## src/hw/rtl/dfr_pkg.sv

```systemverilog
// ----------------------------------------------------------------------------
// dfr_pkg
// Types and constants shared by the datagram receive filter modules.
// ----------------------------------------------------------------------------
`default_nettype none

package dfr_pkg;

   localparam int SLOT_COUNT = 4;

   localparam logic [7:0] HEADER_BYTES   = 8'd4;
   localparam logic [7:0] BROADCAST_ADDR = 8'hFF;
   localparam logic [7:0] ZERO_BYTE      = 8'h00;
   localparam logic [7:0] COUNT_MAX      = 8'hFF;

   typedef enum logic [1:0] {
      VERDICT_ACCEPT   = 2'd0,
      VERDICT_SHORT    = 2'd1,
      VERDICT_XOR_ERR  = 2'd2,
      VERDICT_NOT_HERE = 2'd3
   } verdict_type;

   typedef enum logic [2:0] {
      REG_OWN_ADDRESS  = 3'd0,
      REG_LISTENER_CNT = 3'd1,
      REG_PORT_ZERO    = 3'd2,
      REG_PORT_ONE     = 3'd3,
      REG_PORT_TWO     = 3'd4,
      REG_PORT_THREE   = 3'd5,
      REG_SPARE_SIX    = 3'd6,
      REG_SPARE_SEVEN  = 3'd7
   } reg_index_type;

   typedef struct packed {
      logic [7:0]                  own_address;
      logic [2:0]                  listener_count;
      logic [SLOT_COUNT-1:0][7:0]  listener_ports;
   } cfg_type;

   typedef struct packed {
      logic [7:0] data_byte;
      logic       last_byte;
   } item_type;

endpackage

`default_nettype wire

```

## src/hw/rtl/dfr_if.sv

```systemverilog
// ----------------------------------------------------------------------------
// dfr_req_if / dfr_rsp_if
// Valid/ready channels for input bytes and filter results.
// ----------------------------------------------------------------------------
`default_nettype none

interface dfr_req_if;
   logic       valid;
   logic       ready;
   logic [7:0] data_byte;
   logic       last_byte;

   modport source (output valid, output data_byte, output last_byte, input ready);
   modport sink   (input valid, input data_byte, input last_byte, output ready);
endinterface

interface dfr_rsp_if;
   logic       valid;
   logic       ready;
   logic [7:0] payload_byte;
   logic       payload_valid;
   logic       packet_done;
   logic [1:0] verdict;
   logic [3:0] listener_hits;
   logic [7:0] dest_address;
   logic [7:0] source_address;
   logic [7:0] dest_port;
   logic [7:0] payload_length;

   modport source (
      output valid, output payload_byte, output payload_valid, output packet_done,
      output verdict, output listener_hits, output dest_address, output source_address,
      output dest_port, output payload_length, input ready
   );
   modport sink (
      input valid, input payload_byte, input payload_valid, input packet_done,
      input verdict, input listener_hits, input dest_address, input source_address,
      input dest_port, input payload_length, output ready
   );
endinterface

`default_nettype wire

```

## src/hw/rtl/dfr_csr.sv

```systemverilog
// ----------------------------------------------------------------------------
// dfr_csr
// APB-style register file: own address, listener count and listener ports.
// ----------------------------------------------------------------------------
`default_nettype none

module dfr_csr (
   input  wire logic          clock,
   input  wire logic          reset,
   input  wire logic          csr_psel,
   input  wire logic          csr_penable,
   input  wire logic          csr_pwrite,
   input  wire logic [4:0]    csr_paddr,
   input  wire logic [31:0]   csr_pwdata,
   output logic      [31:0]   csr_prdata,
   output logic               csr_pready,
   output dfr_pkg::cfg_type   cfg
);
   import dfr_pkg::*;

   logic [7:0]                 own_address_ff;
   logic [2:0]                 listener_count_ff;
   logic [SLOT_COUNT-1:0][7:0] port_ff;
   logic                       write_en;
   reg_index_type              reg_index;

   assign csr_pready = 1'b1;
   assign write_en   = csr_psel && csr_penable && csr_pwrite && csr_pready;
   assign reg_index  = reg_index_type'(csr_paddr[4:2]);

   always_ff @(posedge clock) begin
      if (reset) begin
         own_address_ff    <= '0;
         listener_count_ff <= '0;
         port_ff           <= '0;
      end else if (write_en) begin
         case (reg_index)
            REG_OWN_ADDRESS:  own_address_ff    <= csr_pwdata[7:0];
            REG_LISTENER_CNT: listener_count_ff <= csr_pwdata[2:0];
            REG_PORT_ZERO:    port_ff[0]        <= csr_pwdata[7:0];
            REG_PORT_ONE:     port_ff[1]        <= csr_pwdata[7:0];
            REG_PORT_TWO:     port_ff[2]        <= csr_pwdata[7:0];
            REG_PORT_THREE:   port_ff[3]        <= csr_pwdata[7:0];
            default: ;
         endcase
      end
   end

   always_comb begin
      csr_prdata = '0;
      case (reg_index)
         REG_OWN_ADDRESS:  csr_prdata[7:0] = own_address_ff;
         REG_LISTENER_CNT: csr_prdata[2:0] = listener_count_ff;
         REG_PORT_ZERO:    csr_prdata[7:0] = port_ff[0];
         REG_PORT_ONE:     csr_prdata[7:0] = port_ff[1];
         REG_PORT_TWO:     csr_prdata[7:0] = port_ff[2];
         REG_PORT_THREE:   csr_prdata[7:0] = port_ff[3];
         default:          csr_prdata = '0;
      endcase
   end

   assign cfg.own_address    = own_address_ff;
   assign cfg.listener_count = listener_count_ff;
   assign cfg.listener_ports = port_ff;

endmodule

`default_nettype wire

```

## src/hw/rtl/dfr_filter.sv

```systemverilog
// ----------------------------------------------------------------------------
// dfr_filter
// Packet state (XOR, byte index, header capture), verdict logic and the
// result register.
// ----------------------------------------------------------------------------
`default_nettype none

module dfr_filter #(
   parameter int MAX_LISTENERS    = 4,
   parameter int MAX_PACKET_BYTES = 256
) (
   input  wire logic              clock,
   input  wire logic              reset,
   input  wire dfr_pkg::cfg_type  cfg,
   input  wire logic              in_valid,
   input  wire dfr_pkg::item_type in_item,
   output logic                   in_ready,
   dfr_rsp_if.source              rsp_if
);
   import dfr_pkg::*;

   localparam int PLEN_CAP_INT = (MAX_PACKET_BYTES - 4 > 255) ? 255 : MAX_PACKET_BYTES - 4;
   localparam logic [7:0] PLEN_CAP = 8'(PLEN_CAP_INT);

   logic [7:0] xor_ff, xor_in;
   logic [7:0] count_ff, count_in;
   logic [7:0] dest_ff, dest_in;
   logic [7:0] src_ff, src_in;
   logic [7:0] port_ff, port_in;

   logic        rsp_valid_ff;
   logic [7:0]  payload_byte_ff, payload_byte_in;
   logic        payload_valid_ff, payload_valid_in;
   logic        done_ff, done_in;
   verdict_type verdict_ff, verdict_in;
   logic [3:0]  hits_ff, hits_in;
   logic [7:0]  rsp_dest_ff, rsp_dest_in;
   logic [7:0]  rsp_src_ff, rsp_src_in;
   logic [7:0]  rsp_port_ff, rsp_port_in;
   logic [7:0]  plen_ff, plen_in;

   logic       advance;
   logic [7:0] b;
   logic [7:0] x;
   logic       short_pkt;
   logic [7:0] plen_raw;
   logic [3:0] match;

   assign in_ready = !rsp_valid_ff || rsp_if.ready;
   assign advance  = in_valid && in_ready;
   assign b        = in_item.data_byte;
   assign x        = xor_ff ^ b;

   always_comb begin
      dest_in = dest_ff;
      src_in  = src_ff;
      port_in = port_ff;
      if (count_ff == 8'd0) begin
         dest_in = b;
         src_in  = ZERO_BYTE;
         port_in = ZERO_BYTE;
      end else if (count_ff == 8'd1) begin
         src_in = b;
      end else if (count_ff == 8'd2) begin
         port_in = b;
      end
   end

   // Length is index + 1, so fewer than four bytes means index below three
   assign short_pkt = count_ff < (HEADER_BYTES - 8'd1);
   assign plen_raw  = count_ff - (HEADER_BYTES - 8'd1);

   always_comb begin
      for (int i = 0; i < SLOT_COUNT; i++) begin
         match[i] = (i < MAX_LISTENERS) && (int'(cfg.listener_count) > i)
                    && (cfg.listener_ports[i] == port_in);
      end
   end

   always_comb begin
      payload_valid_in = count_ff >= HEADER_BYTES;
      payload_byte_in  = payload_valid_in ? b : ZERO_BYTE;
      done_in          = in_item.last_byte;
      verdict_in       = VERDICT_ACCEPT;
      hits_in          = '0;
      rsp_dest_in      = ZERO_BYTE;
      rsp_src_in       = ZERO_BYTE;
      rsp_port_in      = ZERO_BYTE;
      plen_in          = ZERO_BYTE;
      if (in_item.last_byte) begin
         if (short_pkt) begin
            verdict_in = VERDICT_SHORT;
         end else if (x != ZERO_BYTE) begin
            verdict_in = VERDICT_XOR_ERR;
         end else if (dest_in != cfg.own_address && dest_in != BROADCAST_ADDR) begin
            verdict_in = VERDICT_NOT_HERE;
         end else begin
            hits_in = match;
         end
         rsp_dest_in = dest_in;
         rsp_src_in  = src_in;
         rsp_port_in = port_in;
         if (!short_pkt) begin
            plen_in = (plen_raw > PLEN_CAP) ? PLEN_CAP : plen_raw;
         end
      end
   end

   always_comb begin
      if (in_item.last_byte) begin
         xor_in   = ZERO_BYTE;
         count_in = ZERO_BYTE;
      end else begin
         xor_in   = x;
         count_in = (count_ff < COUNT_MAX) ? count_ff + 8'd1 : count_ff;
      end
   end

   always_ff @(posedge clock) begin
      if (reset) begin
         xor_ff   <= '0;
         count_ff <= '0;
         dest_ff  <= '0;
         src_ff   <= '0;
         port_ff  <= '0;
      end else if (advance) begin
         xor_ff   <= xor_in;
         count_ff <= count_in;
         dest_ff  <= dest_in;
         src_ff   <= src_in;
         port_ff  <= port_in;
      end
   end

   always_ff @(posedge clock) begin
      if (reset) begin
         rsp_valid_ff <= 1'b0;
      end else if (advance) begin
         rsp_valid_ff <= 1'b1;
      end else if (rsp_if.ready) begin
         rsp_valid_ff <= 1'b0;
      end
   end

   always_ff @(posedge clock) begin
      if (advance) begin
         payload_byte_ff  <= payload_byte_in;
         payload_valid_ff <= payload_valid_in;
         done_ff          <= done_in;
         verdict_ff       <= verdict_in;
         hits_ff          <= hits_in;
         rsp_dest_ff      <= rsp_dest_in;
         rsp_src_ff       <= rsp_src_in;
         rsp_port_ff      <= rsp_port_in;
         plen_ff          <= plen_in;
      end
   end

   assign rsp_if.valid          = rsp_valid_ff;
   assign rsp_if.payload_byte   = payload_byte_ff;
   assign rsp_if.payload_valid  = payload_valid_ff;
   assign rsp_if.packet_done    = done_ff;
   assign rsp_if.verdict        = verdict_ff;
   assign rsp_if.listener_hits  = hits_ff;
   assign rsp_if.dest_address   = rsp_dest_ff;
   assign rsp_if.source_address = rsp_src_ff;
   assign rsp_if.dest_port      = rsp_port_ff;
   assign rsp_if.payload_length = plen_ff;

endmodule

`default_nettype wire

```

## src/hw/rtl/datagram_receive_filter_core.sv

```systemverilog
// ----------------------------------------------------------------------------
// datagram_receive_filter_core
// Receive filter for deframed datagrams: payload pass-through and verdict.
// ----------------------------------------------------------------------------
// Takes one packet byte per cycle while results are taken and returns one
// result item per byte, each byte passing the input register and then the
// result register, with the XOR, byte index, header capture and verdict
// done in a single pass between them. A new byte can enter every cycle as
// long as results are taken; when a result waits, the input register takes
// one more byte and then input stalls until the result is taken. On the
// byte marked last the result carries the verdict, the listener hit mask,
// the header fields and the saturated payload length; otherwise those
// fields are zero. Registers: own_address at 0x00, listener_count at 0x04,
// listener ports zero to three at 0x08 to 0x14; write them while idle.
// ----------------------------------------------------------------------------
`default_nettype none

module datagram_receive_filter_core #(
   parameter int MAX_LISTENERS    = 4,
   parameter int MAX_PACKET_BYTES = 256
) (
   input  wire logic        clock,
   input  wire logic        reset,
   dfr_req_if.sink          req_if,
   dfr_rsp_if.source        rsp_if,
   input  wire logic        csr_psel,
   input  wire logic        csr_penable,
   input  wire logic        csr_pwrite,
   input  wire logic [4:0]  csr_paddr,
   input  wire logic [31:0] csr_pwdata,
   output logic      [31:0] csr_prdata,
   output logic             csr_pready
);
   import dfr_pkg::*;

   cfg_type  cfg;
   logic     s1_valid_ff;
   item_type s1_item_ff;
   logic     filt_ready;

   dfr_csr u_csr (
      .clock       (clock),
      .reset       (reset),
      .csr_psel    (csr_psel),
      .csr_penable (csr_penable),
      .csr_pwrite  (csr_pwrite),
      .csr_paddr   (csr_paddr),
      .csr_pwdata  (csr_pwdata),
      .csr_prdata  (csr_prdata),
      .csr_pready  (csr_pready),
      .cfg         (cfg)
   );

   assign req_if.ready = !s1_valid_ff || filt_ready;

   always_ff @(posedge clock) begin
      if (reset) begin
         s1_valid_ff <= 1'b0;
      end else if (req_if.valid && req_if.ready) begin
         s1_valid_ff <= 1'b1;
      end else if (filt_ready) begin
         s1_valid_ff <= 1'b0;
      end
   end

   // Hold the item until the filter takes it
   always_ff @(posedge clock) begin
      if (req_if.valid && req_if.ready) begin
         s1_item_ff.data_byte <= req_if.data_byte;
         s1_item_ff.last_byte <= req_if.last_byte;
      end
   end

   dfr_filter #(
      .MAX_LISTENERS    (MAX_LISTENERS),
      .MAX_PACKET_BYTES (MAX_PACKET_BYTES)
   ) u_filter (
      .clock    (clock),
      .reset    (reset),
      .cfg      (cfg),
      .in_valid (s1_valid_ff),
      .in_item  (s1_item_ff),
      .in_ready (filt_ready),
      .rsp_if   (rsp_if)
   );

endmodule

`default_nettype wire
```

## src/flat_wrapper.sv

```systemverilog
// flat-port wrapper written by rule: the top's interface ports become plain ports
module datagram_receive_filter_core_flat import dfr_pkg::*;
#(
   parameter int MAX_LISTENERS    = 4,
   parameter int MAX_PACKET_BYTES = 256
)
  (clock, reset, csr_psel, csr_penable, csr_pwrite, csr_paddr, csr_pwdata, csr_prdata, csr_pready, req_if_valid, req_if_data_byte, req_if_last_byte, req_if_ready, rsp_if_valid, rsp_if_payload_byte, rsp_if_payload_valid, rsp_if_packet_done, rsp_if_verdict, rsp_if_listener_hits, rsp_if_dest_address, rsp_if_source_address, rsp_if_dest_port, rsp_if_payload_length, rsp_if_ready);
  dfr_req_if req_if_i ();
  dfr_rsp_if rsp_if_i ();
  input  wire logic clock;
  input  wire logic reset;
  input  wire logic csr_psel;
  input  wire logic csr_penable;
  input  wire logic csr_pwrite;
  input  wire logic [4:0] csr_paddr;
  input  wire logic [31:0] csr_pwdata;
  output logic      [31:0] csr_prdata;
  output logic csr_pready;
  input wire logic [$bits(req_if_i.valid)-1:0] req_if_valid;
  input wire logic [$bits(req_if_i.data_byte)-1:0] req_if_data_byte;
  input wire logic [$bits(req_if_i.last_byte)-1:0] req_if_last_byte;
  output wire logic [$bits(req_if_i.ready)-1:0] req_if_ready;
  output wire logic [$bits(rsp_if_i.valid)-1:0] rsp_if_valid;
  output wire logic [$bits(rsp_if_i.payload_byte)-1:0] rsp_if_payload_byte;
  output wire logic [$bits(rsp_if_i.payload_valid)-1:0] rsp_if_payload_valid;
  output wire logic [$bits(rsp_if_i.packet_done)-1:0] rsp_if_packet_done;
  output wire logic [$bits(rsp_if_i.verdict)-1:0] rsp_if_verdict;
  output wire logic [$bits(rsp_if_i.listener_hits)-1:0] rsp_if_listener_hits;
  output wire logic [$bits(rsp_if_i.dest_address)-1:0] rsp_if_dest_address;
  output wire logic [$bits(rsp_if_i.source_address)-1:0] rsp_if_source_address;
  output wire logic [$bits(rsp_if_i.dest_port)-1:0] rsp_if_dest_port;
  output wire logic [$bits(rsp_if_i.payload_length)-1:0] rsp_if_payload_length;
  input wire logic [$bits(rsp_if_i.ready)-1:0] rsp_if_ready;
  assign req_if_i.valid = req_if_valid;
  assign req_if_i.data_byte = req_if_data_byte;
  assign req_if_i.last_byte = req_if_last_byte;
  assign req_if_ready = req_if_i.ready;
  assign rsp_if_valid = rsp_if_i.valid;
  assign rsp_if_payload_byte = rsp_if_i.payload_byte;
  assign rsp_if_payload_valid = rsp_if_i.payload_valid;
  assign rsp_if_packet_done = rsp_if_i.packet_done;
  assign rsp_if_verdict = rsp_if_i.verdict;
  assign rsp_if_listener_hits = rsp_if_i.listener_hits;
  assign rsp_if_dest_address = rsp_if_i.dest_address;
  assign rsp_if_source_address = rsp_if_i.source_address;
  assign rsp_if_dest_port = rsp_if_i.dest_port;
  assign rsp_if_payload_length = rsp_if_i.payload_length;
  assign rsp_if_i.ready = rsp_if_ready;
  datagram_receive_filter_core #(.MAX_LISTENERS(MAX_LISTENERS), .MAX_PACKET_BYTES(MAX_PACKET_BYTES)) u_core (.clock(clock), .reset(reset), .req_if(req_if_i), .rsp_if(rsp_if_i), .csr_psel(csr_psel), .csr_penable(csr_penable), .csr_pwrite(csr_pwrite), .csr_paddr(csr_paddr), .csr_pwdata(csr_pwdata), .csr_prdata(csr_prdata), .csr_pready(csr_pready));
endmodule
```

## config.mk

```make
export PLATFORM = sky130hd
export DESIGN_NAME = datagram_receive_filter_core_flat
export DESIGN_NICKNAME = d
export VERILOG_FILES = /design/src/hw/rtl/dfr_pkg.sv /design/src/hw/rtl/dfr_if.sv /design/src/hw/rtl/dfr_csr.sv /design/src/hw/rtl/dfr_filter.sv /design/src/hw/rtl/datagram_receive_filter_core.sv /design/src/flat_wrapper.sv
export SDC_FILE = /design/constraint.sdc
export NUM_CORES = 1
export LEC_CHECK = 0
export BUFFER_PORTS_ARGS = -buffer_cell sky130_fd_sc_hd__buf_4
export CORE_ASPECT_RATIO = 2
export CORE_MARGIN = 10
export CORE_UTILIZATION = 45
export CTS_CLUSTER_SIZE = 14
export DETAILED_ROUTE_END_ITERATION = 10
export PLACE_DENSITY = 0.67
export SETUP_SLACK_MARGIN = 0.15
export SKIP_LAST_GASP = 1
export SYNTH_ARGS = -nofsm -noshare
export SYNTH_HDL_FRONTEND = slang
export SYNTH_SLANG_ARGS = --single-unit
```

## constraint.sdc

```tcl
create_clock -name clock -period 4.29 [get_ports clock]
set_input_delay 0.858 -clock clock [delete_from_list [all_inputs] [get_ports clock]]
set_output_delay 0.858 -clock clock [all_outputs]
set_load 0.05 [all_outputs]
```

==> flow_summary.rst, run 1 <==
.. list-table::
   :header-rows: 1

   * - Metric
     - Value
   * - Die height
     - 199 um
   * - Cell type contributing the most total cell area after synthesis
     - sky130_fd_sc_hd__edfxtp_1
   * - Part of the total power dissipated in the clock network
     - 46.5%
   * - Total die area
     - 21,800 um2
   * - Initial standard-cell utilization of the core
     - 45.6%
   * - Static Leakage
     - 3.30 nW
   * - IR Drop Worst-Case VDD
     - 0.270 mV
   * - Slowest cell on crit path
     - sky130_fd_sc_hd__or4b_1
   * - Sort of element at the start of the critical path
     - flop
   * - Crit-path leading delay family
     - simple AND/OR/NAND/NOR gates
   * - Max-Cap Viols
     - 0
   * - Clock transition at the register clock pins on the worst setup and hold paths after CTS
     - 0.07 ns
   * - Count of pins on the block boundary
     - 136
   * - Placeable core region
     - 15,800 um2
   * - Detailed-route DRC error count
     - 0
   * - Number of synthesized register bits
     - 142
   * - Number of antenna diodes
     - 0
   * - Global-route wire length before repair
     - 33.2 mm
   * - Tightest Hold Check Type
     - reg -> reg
   * - Highest fanout seen on the critical path
     - 7
   * - Largest cells by area after synthesis
     - sky130_fd_sc_hd__edfxtp_1 (24%), sky130_fd_sc_hd__dfxtp_1 (24%), sky130_fd_sc_hd__mux2i_1 (7.8%), sky130_fd_sc_hd__nor2_1 (6.6%), sky130_fd_sc_hd__a21oi_1 (4.5%)
   * - Remaining global-route overflow
     - 0
   * - Routed wire length
     - 21.7 mm
   * - Hold Slack
     - 0.464 ns
   * - Count of input and output buffers
     - 84
   * - Initial antenna violation count
     - 0
   * - Unique masters post-synth
     - 67
   * - Starting DRT DRC Count
     - 423
   * - Total vias in the final route
     - 6,201
   * - Number of buffers inserted for hold repair after clock tree synthesis
     - 0
   * - Worst path required time
     - 4.49 ns
   * - Cell breakdown of the critical path
     - inv_1 -> ha_1 -> or4b_1 -> nor3_4 -> a22oi_1 -> xnor2_1 -> nor2_1 -> o2111ai_1 -> nor4_1
   * - Setup fix buffers added after clock tree synthesis
     - 0
   * - Number of iterations in the first detailed-routing pass
     - 5
   * - Count of mapped cells out of synthesis
     - 775
   * - Achievable clock frequency
     - 297 MHz
   * - Final period utilization
     - 78.4%
   * - Maximum root-to-sink buffer count
     - 2
   * - Sequential power share
     - 42.9%
   * - Sw frac
     - 26.9%
   * - Bufs and invs on worst path
     - 1
   * - Mapped cell area
     - 7200 um2
   * - Mean routed wirelength per cell
     - 20.6 um
   * - Layout cell share with drive strength beyond 1
     - 17.3%
   * - Clock period minus worst slack
     - 3.37 ns
   * - Number of failing hold endpoints at the final stage
     - 0
   * - Weighted congestion reported at the end of routability-driven placement
     - 0.929
   * - Total power density per cell area
     - 404 nW/um2
   * - EDFF count, synth
     - 57
   * - Root buffer cell
     - sky130_fd_sc_hd__clkbuf_16
   * - Most common library cell in the layout ignoring fill and taps
     - sky130_fd_sc_hd__nor2_1
   * - Part of the power in combinational logic
     - 10.5%
   * - Vias in the first global route
     - 6,133
   * - TritonCTS clock tree
     - built
   * - Maximum number of pins on one net before global-route repair
     - 83
   * - Mean post-synth cell area
     - 9.29 um2
   * - Data arrival time at the worst-slack endpoint
     - 3.56 ns
   * - Slew at the pin closest to its max-slew limit
     - 0.961 ns
   * - CTS sink cnt
     - 142
   * - Number of buffers added by the clock tree synthesis step
     - 17
   * - Number of standard cells in the layout, taps in and fillers out
     - 1,056
   * - Clock latency on the worst-skew pair
     - 0.43 ns
   * - CTS H-Tree Depth
     - 4
   * - Sequential element share of the synthesized area
     - 47.4%
   * - Worst setup skew after layout
     - 0.0118 ns
   * - Overall power of the completed layout
     - 3.45 mW
   * - Syn. warnings
     - 0
   * - Path type of the worst setup path
     - reg -> reg
   * - Most frequently used flop master after synthesis
     - sky130_fd_sc_hd__dfxtp_1
   * - Number of slew-limit violations in the final report
     - 0
   * - Number of endpoints failing setup at the final stage
     - 0
   * - Type of element capturing the critical path
     - flop
   * - Post-synthesis async set-or-reset flop share
     - 0%
   * - Headroom to the max-slew limit
     - 35.7%
   * - Final core utilization
     - 54.0%
   * - Fillers
     - 1,515
   * - Most frequent cells in the layout
     - sky130_fd_sc_hd__nor2_1 (127), sky130_fd_sc_hd__buf_4 (98), sky130_fd_sc_hd__dfxtp_1 (85)
   * - Post-synth top area share
     - 23.8%
   * - Row count
     - 65
   * - Vias per inst
     - 5.87
   * - Status
     - finished, final reports clean
   * - Delay of the slowest critical-path stage
     - 0.66 ns
   * - Placed Cells
     - 1,024
   * - Power Internal
     - 2.52 mW
   * - Unrepaired setup endpoints after global routing
     - false
   * - Detail Placement HPWL
     - 15.7 mm
   * - Net switching power of the design
     - 926 uW
   * - Antenna-violating nets left
     - 0
   * - Area grow syn2layout
     - 18.4%
   * - Post-cts gate resize count
     - 0
   * - Overall global routing resource usage
     - 20.1%
   * - Die outline width
     - 109 um
   * - Sum of negative setup slack
     - 0 ns
   * - Number of nets in the finished design
     - 899
==> registers in the layout (all words and copies together), names as in the netlist, 2 cells and up <==
signal,count
u_core.u_filter.rsp_if.source_address,8
u_core.u_filter.count_ff,8
u_core.u_filter.rsp_if.dest_address,8
u_core.u_filter.rsp_if.payload_byte,8
u_core.u_csr.listener_count_ff,3
u_core.s1_item_ff,9
u_core.u_filter.rsp_if.payload_length,8
u_core.u_filter.port_ff,8
u_core.u_filter.rsp_if.verdict,2
u_core.u_csr.cfg,32
u_core.u_csr.own_address_ff,8
u_core.u_filter.rsp_if.dest_port,8
u_core.u_filter.src_ff,8
u_core.u_filter.dest_ff,8
u_core.u_filter.xor_ff,8
u_core.u_filter.rsp_if.listener_hits,4
==> power groups by stage <==
stage	registers [mW]	logic, mW	clock network (mW)
2_1_floorplan	1.56	0.213	0
3_3_place_gp	1.51	0.360	0
3_5_place_dp	1.51	0.362	0
4_1_cts	1.48	0.363	1.63
5_1_grt	1.48	0.386	1.69
6_report	1.48	0.363	1.60
==> logic make-up (layout without fill, tap and decap cells) <==
kind of cell               count (synthesis)  in the layout  share of synthesized area, %
and+or+nand+nor                          278            278                          18.8
AOI/OAI and AO/OA                        171            171                          15.3
DFF                                      142            142                          47.4
buffers and inverters                     94            151                          6.47
muxes                                     58             58                          8.10
xor gates and xnor gates                  26             26                          3.16
adders and majority gates                  4              4                         0.695
other                                      2             25                         0.104
==> worst paths after layout <==
kind,start,slack (ns),endpoint,cells after the start
worst min-delay path,u_core.u_filter.port_ff[1],0.46,u_core.u_filter.port_ff[1],2
worst min register to register,u_core.u_filter.port_ff[1],0.46,u_core.u_filter.port_ff[1],2
worst max register to register,u_core.u_filter.count_ff[1],0.92,u_core.u_filter.rsp_if.listener_hits[3],9
worst max-delay path,u_core.u_filter.count_ff[1],0.92,u_core.u_filter.rsp_if.listener_hits[3],9
==> area by class of cell <==
type,count,area [um2],area share (%)
clock buffers,17,425,4.99
clock inverters,15,209,2.45
inverters,21,78.8,0.925
multi-input cells,562,3410,40.0
flip-flops and latches,142,3410,40.1
well taps,201,251,2.95
repair buffers,98,736,8.63
==> layer usage <==
layer | routed length, um | up-vias | global-route usage, %
met3 | 1230 | 96 | 3.95
met4 | 1660 | 0 | 16.3
li1 | - | 2893 | -
met1 | 7520 | 2940 | 20.0
met2 | 11300 | 272 | 34.9
met5 | 0 | - | 0
==> worst min-delay path: stages (launching register included) <==
cell and delay, ns:
sky130_fd_sc_hd__dfxtp_1 0.31, sky130_fd_sc_hd__nand2_1 0.05, sky130_fd_sc_hd__a21oi_1 0.06
==> per-stage QoR <==
stage          area [um2]  setup slack (ns)
5_1_grt              8520             0.757
3_3_place_gp         7890              1.12
2_1_floorplan        7290             0.681
6_report             8520             0.925
4_1_cts              8520              1.00
3_5_place_dp         7890              1.05
==> synth_stat cells (all sizes together), types with 4 or more instances <==
cell type and n:
and2 5, edfxtp 57, nor2 127, or3 5, o21ai 23, dfxtp 85
buf 36, nor2b 9, a211oi 14, nor3 21, inv 21, nand3 13
nor4 10, nand4 14, mux2i 56, a21oi 66, a22oi 24, o211ai 4
clkbuf 37, ha 4, or4 11, xnor2 11, nand2 49, o22ai 8
xor2 15
No activity file was read; power rests on OpenSTA's default activity.
==> inputs of run 2 (changes only) <==
Settings changed: PLACE_DENSITY 0.67 to 0.7.
Clock period 4.29 ns to 2.7 ns, I/O delays scaled along.
==> flow_summary.rst, run 2 (same netlist as run 1, synthesis figures left out) <==
.. list-table::
   :header-rows: 1

   * - Metric
     - Value
   * - Clock latency on the worst-skew pair
     - 0.43 ns
   * - Area grow syn2layout
     - 29.8%
   * - Highest metal used
     - met4
   * - Number of buffers inserted for hold repair after clock tree synthesis
     - 0
   * - Die height
     - 199 um
   * - Number of nets in the finished design
     - 972
   * - Global-route wire length before repair
     - 35.0 mm
   * - Number of endpoints failing setup at the final stage
     - 0
   * - Static Leakage
     - 3.71 nW
   * - Worst setup skew after layout
     - 0.0104 ns
   * - Initial antenna violation count
     - 0
   * - Initial standard-cell utilization of the core
     - 45.6%
   * - Most common library cell in the layout ignoring fill and taps
     - sky130_fd_sc_hd__buf_4
   * - Final period utilization
     - 96.5%
   * - Number of failing hold endpoints at the final stage
     - 0
   * - Count of pins on the block boundary
     - 136
   * - Antenna-violating nets left
     - 0
   * - Sort of element at the start of the critical path
     - flop
   * - Overall global routing resource usage
     - 21.1%
   * - Count of input and output buffers
     - 84
   * - Placed Cells
     - 1,082
   * - Number of buffers added by the clock tree synthesis step
     - 17
   * - Worst path required time
     - 3.00 ns
   * - Vias per inst
     - 5.85
   * - IR Drop Worst-Case VDD
     - 0.431 mV
   * - Number of iterations in the first detailed-routing pass
     - 9
   * - Clock transition at the register clock pins on the worst setup and hold paths after CTS
     - 0.07 ns
   * - Routed metal-1 wirelength
     - 7.60 mm
   * - Violations in the final reports
     - DRC
   * - Detail Placement HPWL
     - 16.9 mm
   * - Vias in the first global route
     - 6,452
   * - Flip-flop count of the largest register, all copies and words added
     - 32
   * - Path type of the worst setup path
     - reg -> reg
   * - Hold Slack
     - 0.290 ns
   * - Total power density per cell area
     - 602 nW/um2
   * - Total die area
     - 21,800 um2
   * - Headroom to the max-slew limit
     - 40.2%
   * - Overall power of the completed layout
     - 5.63 mW
   * - Unrepaired setup endpoints after global routing
     - true
   * - Sum of negative setup slack
     - 0 ns
   * - CTS sink cnt
     - 142
   * - Tightest Hold Check Type
     - in -> reg
   * - Root buffer cell
     - sky130_fd_sc_hd__clkbuf_16
   * - Type of element capturing the critical path
     - flop
   * - Most frequent cells in the layout
     - sky130_fd_sc_hd__buf_4 (166), sky130_fd_sc_hd__nor2_1 (125), sky130_fd_sc_hd__dfxtp_1 (82)
   * - Max-Cap Viols
     - 0
   * - Data arrival time at the worst-slack endpoint
     - 2.91 ns
   * - Depth of the worst hold-timing path
     - 1
   * - Die outline width
     - 109 um
   * - Maximum root-to-sink buffer count
     - 2
   * - Routed wire length
     - 23.2 mm
   * - TritonCTS clock tree
     - built
   * - Fillers
     - 1,406
   * - Achievable clock frequency
     - 384 MHz
   * - Row count
     - 65
   * - Layout cell share with drive strength beyond 1
     - 27.5%
   * - Highest fanout seen on the critical path
     - 6
   * - Clock period minus worst slack
     - 2.60 ns
   * - Number of antenna diodes
     - 0
   * - Starting DRT DRC Count
     - 559
   * - Cells on worst reg2reg path
     - 11
   * - CTS H-Tree Depth
     - 4
   * - Final core utilization
     - 59.2%
   * - Maximum number of pins on one net before global-route repair
     - 48
   * - Number of standard cells in the layout, taps in and fillers out
     - 1,129
   * - Status
     - complete, but fails checks
   * - Detailed-route DRC error count
     - 2
   * - Number of slew-limit violations in the final report
     - 0
   * - Mean routed wirelength per cell
     - 20.5 um
   * - Routed length on met2
     - 12.3 mm
   * - Placeable core region
     - 15,800 um2
   * - Slew at the pin closest to its max-slew limit
     - 0.891 ns
   * - Remaining global-route overflow
     - 0
   * - Total vias in the final route
     - 6,605
   * - Weighted congestion reported at the end of routability-driven placement
     - 0.964
   * - Met3 Wirelength
     - 1.63 mm
-- run 2: cell count changes in the layout (fill, tap and decap cells not counted), moves of 4 or more --
cell,delta
sky130_fd_sc_hd__nor3_4,+5
sky130_fd_sc_hd__a21oi_2,+4
sky130_fd_sc_hd__nor3_1,-4
sky130_fd_sc_hd__a22oi_2,+4
sky130_fd_sc_hd__a21oi_1,-4
sky130_fd_sc_hd__a22oi_1,-4
sky130_fd_sc_hd__buf_4,+68
-- run 2: cell type report --
cell class	instances	area, um2	area share (%)
well taps	201	251	2.69
clock inverters	15	230	2.46
inverters	21	81.3	0.870
repair buffers	171	1320	14.1
flip-flops and latches	142	3420	36.6
clock buffers	17	425	4.55
multi-input cells	562	3620	38.8
-- run 2: what timing repair did --
action | 4_1_cts | 5_1_grt
buffers inserted | 4 | 11
pin swaps | 14 | 24
gates resized for setup | 36 | 19
endpoints found under the setup margin | 6 | 13
cloned | 0 | 0
-- run 2: power breakdown --
| group | switching, mW | internal (mW) | total (mW) |
|---|---|---|---|
| combinational | 0.466 | 0.196 | 0.662 |
| sequential | 0.0510 | 2.29 | 2.34 |
| clock | 0.972 | 1.65 | 2.62 |
| total | 1.49 | 4.14 | 5.63 |
-- run 2: layer usage --
layer / track usage (%) / vias up
li1: - / 3051
met1: 20.0 / 3117
met2: 37.9 / 331
met3: 4.02 / 106
met4: 16.4 / 0
met5: 0 / -
-- run 2: path summary, 6_finish.rpt --
kind | slack, ns | endpoint | from
min reg2reg | 0.49 | u_core.u_filter.port_ff[1] | u_core.u_filter.port_ff[1]
max reg2reg | 0.1 | u_core.u_filter.rsp_if.listener_hits[2] | u_core.u_filter.count_ff[0]
min | 0.29 | u_core.s1_item_ff[6] | req_if_data_byte[5]
max | 0.1 | u_core.u_filter.rsp_if.listener_hits[2] | u_core.u_filter.count_ff[0]
-- run 2: worst max-delay path, cell delays in order (launching register included) --
cell                      delay [ns]
sky130_fd_sc_hd__dfxtp_4        0.37
sky130_fd_sc_hd__inv_4          0.07
sky130_fd_sc_hd__ha_4           0.13
sky130_fd_sc_hd__or4b_4         0.52
sky130_fd_sc_hd__nor3_4         0.16
sky130_fd_sc_hd__a21oi_2        0.06
sky130_fd_sc_hd__a221o_1        0.36
sky130_fd_sc_hd__nor3_2         0.19
sky130_fd_sc_hd__nor3_2         0.06
sky130_fd_sc_hd__buf_6          0.16
sky130_fd_sc_hd__nor4_4         0.25
sky130_fd_sc_hd__buf_4          0.15
-- run 2: stage by stage --
| stage | instance area, um2 | setup slack [ns] |
|---|---|---|
| final | 9350 | 0.0958 |
| after global routing | 9350 | -0.00120 |
| after CTS | 9180 | 0.148 |
| after detailed placement | 8340 | -0.205 |
| after global placement | 8340 | -0.224 |
| after floorplan | 7300 | -0.0362 |
==> inputs of run 3 (changes only) <==
Settings changed: PLACE_DENSITY 0.7 to 0.69, SYNTH_HIERARCHICAL set to 1.
==> flow_summary.rst, run 3 <==
.. list-table::
   :header-rows: 1

   * - Metric
     - Value
   * - Cell type contributing the most total cell area after synthesis
     - sky130_fd_sc_hd__edfxtp_1
   * - Maximum number of pins on one net before global-route repair
     - 60
   * - Unrepaired setup endpoints after global routing
     - true
   * - Library cell with the highest instance count after synthesis
     - sky130_fd_sc_hd__dfxtp_1
   * - Most common cell on crit path
     - sky130_fd_sc_hd__or4_4
   * - End point of the worst hold path
     - u_core/s1_item_ff[4]
   * - Max-Cap Viols
     - 0
   * - Largest cells by area after synthesis
     - sky130_fd_sc_hd__edfxtp_1 (23%), sky130_fd_sc_hd__dfxtp_1 (23%), sky130_fd_sc_hd__mux2i_1 (6.1%), sky130_fd_sc_hd__nand2b_1 (4.7%), sky130_fd_sc_hd__nand2_1 (3.4%)
   * - Synthesized-area fraction occupied by ao, oa, aoi and oai cells
     - 14.8%
   * - Delay of the slowest critical-path stage
     - 0.57 ns
   * - Launching instance or port of the critical path
     - u_core/u_filter/count_ff[2]
   * - Area grow syn2layout
     - 24.9%
   * - Initial antenna violation count
     - 0
   * - Most common library cell in the layout ignoring fill and taps
     - sky130_fd_sc_hd__buf_4
   * - Origin of the worst min-delay path
     - req_if_data_byte[3]
   * - Number of nets in the finished design
     - 963
   * - Most frequently used flop master after synthesis
     - sky130_fd_sc_hd__dfxtp_1
   * - Part of the power in combinational logic
     - 11.5%
   * - Final period utilization
     - 97.4%
   * - Detail Placement HPWL
     - 17.7 mm
   * - Starting DRT DRC Count
     - 491
   * - Headroom to the max-slew limit
     - 54.7%
   * - Number of endpoints failing setup at the final stage
     - 0
   * - Adder-cell area share of the yosys netlist
     - 0.668%
   * - IR Drop Worst-Case VDD
     - 0.375 mV
   * - Count of input and output buffers
     - 84
   * - Root buffer cell
     - sky130_fd_sc_hd__clkbuf_16
   * - Number of slew-limit violations in the final report
     - 0
   * - R2R setup slack
     - 0.07 ns
   * - Static Leakage
     - 3.84 nW
   * - Clock period minus worst slack
     - 2.63 ns
   * - XOR/XNOR share of the synthesized area
     - 3.74%
   * - Type of element capturing the critical path
     - flop
   * - Depth of the worst hold-timing path
     - 1
   * - Mapped cell area
     - 7490 um2
   * - Initial standard-cell utilization of the core
     - 45.8%
   * - Power Internal
     - 3.81 mW
   * - Unique masters post-synth
     - 72
   * - Row count
     - 66
   * - Path type of the worst setup path
     - reg -> reg
   * - Syn. warnings
     - 6
   * - Slowest cell on crit path
     - sky130_fd_sc_hd__or4_4
   * - CTS H-Tree Depth
     - 4
   * - Remaining global-route overflow
     - 0
   * - Total power density per cell area
     - 549 nW/um2
   * - Detailed-route DRC error count
     - 0
   * - Count of mapped cells out of synthesis
     - 780
   * - Setup slack after layout
     - 0.0709 ns
   * - Clock latency on the worst-skew pair
     - 0.42 ns
   * - Vias in the first global route
     - 6,781
   * - Cell types with the highest counts after synthesis
     - sky130_fd_sc_hd__dfxtp_1 (85), sky130_fd_sc_hd__nand2_1 (68), sky130_fd_sc_hd__edfxtp_1 (57)
   * - Number of antenna diodes
     - 0
   * - Tightest Hold Check Type
     - in -> reg
   * - Number of buffers added by the clock tree synthesis step
     - 17
   * - EDFF count, synth
     - 57
   * - Maximum root-to-sink buffer count
     - 2
   * - Vias per inst
     - 5.81
   * - Post-synth top area share
     - 22.8%
   * - Net switching power of the design
     - 1.33 mW
   * - Highest fanout seen on the critical path
     - 4
   * - Antenna-violating nets left
     - 0
   * - Die height
     - 202 um
   * - Overall global routing resource usage
     - 20.4%
   * - Weighted congestion reported at the end of routability-driven placement
     - 1.02
   * - Number of iterations in the first detailed-routing pass
     - 7
   * - Dominant combinational cell family by area after synthesis
     - simple AND/OR/NAND/NOR gates
   * - Status
     - finished, final reports clean
   * - Setup Slack @ Placement
     - -0.188 ns
   * - Layout cell share with drive strength beyond 1
     - 25.9%
   * - Worst reg2reg path endpoint
     - u_core/u_filter/rsp_if.listener_hits[0]
   * - Simple-gate area share of the yosys netlist
     - 20.9%
   * - Mean routed wirelength per cell
     - 21.2 um
   * - Hold Slack
     - 0.297 ns
   * - CTS sink cnt
     - 142
   * - Clock transition at the register clock pins on the worst setup and hold paths after CTS
     - 0.06 ns
   * - Number of synthesized register bits
     - 142
   * - Most frequent cells in the layout
     - sky130_fd_sc_hd__buf_4 (146), sky130_fd_sc_hd__dfxtp_1 (82), sky130_fd_sc_hd__nand2_1 (68)
   * - Total vias in the final route
     - 6,526
   * - Sort of element at the start of the critical path
     - flop
   * - Number of failing hold endpoints at the final stage
     - 0
   * - Worst flop-to-flop path startpoint
     - u_core/u_filter/count_ff[2]
   * - Sequential element share of the synthesized area
     - 45.6%
   * - Total die area
     - 22,500 um2
   * - Post-synthesis async set-or-reset flop share
     - 0%
   * - Placeable core region
     - 16,400 um2
   * - Cell breakdown of the critical path
     - or4_4 -> a2111o_4 -> buf_4 -> a22oi_2 -> mux2i_1 -> or4_4 -> nor4_2
   * - Mean post-synth cell area
     - 9.61 um2
   * - Slew at the pin closest to its max-slew limit
     - 0.671 ns
   * - Die outline width
     - 111 um
   * - Sw frac
     - 25.9%
   * - Global-route wire length before repair
     - 36.6 mm
   * - TritonCTS clock tree
     - built
   * - Count of pins on the block boundary
     - 136
   * - Routed wire length
     - 23.8 mm
   * - Data arrival time at the worst-slack endpoint
     - 2.87 ns
   * - Sequential power share
     - 45.3%
   * - Flip-flop count of the largest register, all copies and words added
     - 32
   * - Achievable clock frequency
     - 380 MHz
   * - Multiplexer share of the synthesized area
     - 8.10%
   * - Cells on worst reg2reg path
     - 7
   * - Worst setup skew after layout
     - 0.00910 ns
   * - Worst path required time
     - 2.94 ns
   * - Part of the total power dissipated in the clock network
     - 43.2%
==> run 3: cell types whose count changed after synthesis, moves of 9 or more <==
cell	change
sky130_fd_sc_hd__a21oi_1	-19
sky130_fd_sc_hd__nor2_1	-71
sky130_fd_sc_hd__mux2i_1	-10
sky130_fd_sc_hd__a22oi_1	+10
sky130_fd_sc_hd__nand2b_1	+53
sky130_fd_sc_hd__xor2_1	+9
sky130_fd_sc_hd__and2_1	+9
sky130_fd_sc_hd__a211oi_1	-13
sky130_fd_sc_hd__nand2_1	+19
==> run 3: kinds of logic (layout without fill, tap and decap cells) <==
kind of cell	Yosys count	after routing
multiplexers	57	57
buffers and inverters	88	203
other	2	25
flip-flops	142	142
AO/OA/AOI/OAI	162	162
adder cells (fa/ha/maj)	4	4
AND/OR/NAND/NOR	293	294
XOR/XNOR	32	32
==> run 3: area by class of cell <==
class	instances	area, um2
multi-input combinational	574	3890
fill	1506	6990
tap	204	255
timing repair buffer	150	1160
clock buffer	19	433
sequential	142	3420
clock inverter	13	124
inverter	21	81.3
==> run 3: worst max-delay path, delay by kind of cell (launching register included) <==
family          cells  cell delay [ns]
simple gates        3             1.24
buf+inv             1             0.18
flops               1             0.31
mux                 1             0.11
compound gates      2             0.61
==> run 3: worst max path at each step <==
stage | endpoint | slack [ns] | cells after the start
floorplan | u_core/u_filter/rsp_if.listener_hits[0] | 0.13 | 7
global placement | u_core/u_filter/rsp_if.listener_hits[3] | -0.17 | 7
detailed placement | u_core/u_filter/rsp_if.listener_hits[3] | -0.19 | 9
CTS | u_core/u_filter/rsp_if.listener_hits[3] | 0.03 | 9
global route | u_core/u_filter/rsp_if.listener_hits[3] | 0.02 | 9
finish | u_core/u_filter/rsp_if.listener_hits[0] | 0.07 | 7
==> run 3: stage by stage <==
stage | utilization, % | TNS [ns] | power [mW] | cells | cell area [um2]
floorplan | - | 0 | 2.78 | 803 | 7620
global placement | 52.6 | -0.166 | 2.94 | 1084 | 8590
detailed placement | 52.6 | -0.188 | 2.94 | 1084 | 8590
CTS | 57.0 | 0 | 5.16 | 1122 | 9310
global route | 57.2 | 0 | 5.28 | 1123 | 9360
finish | 57.2 | 0 | 5.14 | 1123 | 9360
==> run 3: timing repair <==
action,4_1_cts,5_1_grt
buffers inserted,5,1
pin swaps,8,7
hold buffers,0,0
setup endpoints to repair,4,5
gates cloned,1,0
gates resized for setup,24,12
==> run 3: power groups by stage <==
stage / registers, mW / clock network, mW / logic (mW)
final: 2.33 / 2.22 / 0.592
after global routing: 2.33 / 2.33 / 0.626
after global placement: 2.37 / 0 / 0.571
after CTS: 2.32 / 2.25 / 0.587
after floorplan: 2.45 / 0 / 0.332
after detailed placement: 2.37 / 0 / 0.575
==> run 3: metal layers <==
| layer | GRT usage, % | up-vias | share of wire, % |
|---|---|---|---|
| met2 | 37.5 | 316 | 53 |
| met1 | 18.9 | 3101 | 33 |
| met5 | 0 | - | 0 |
| li1 | - | 3006 | - |
| met4 | 16.3 | 0 | 7.8 |
| met3 | 4.19 | 103 | 6.1 |
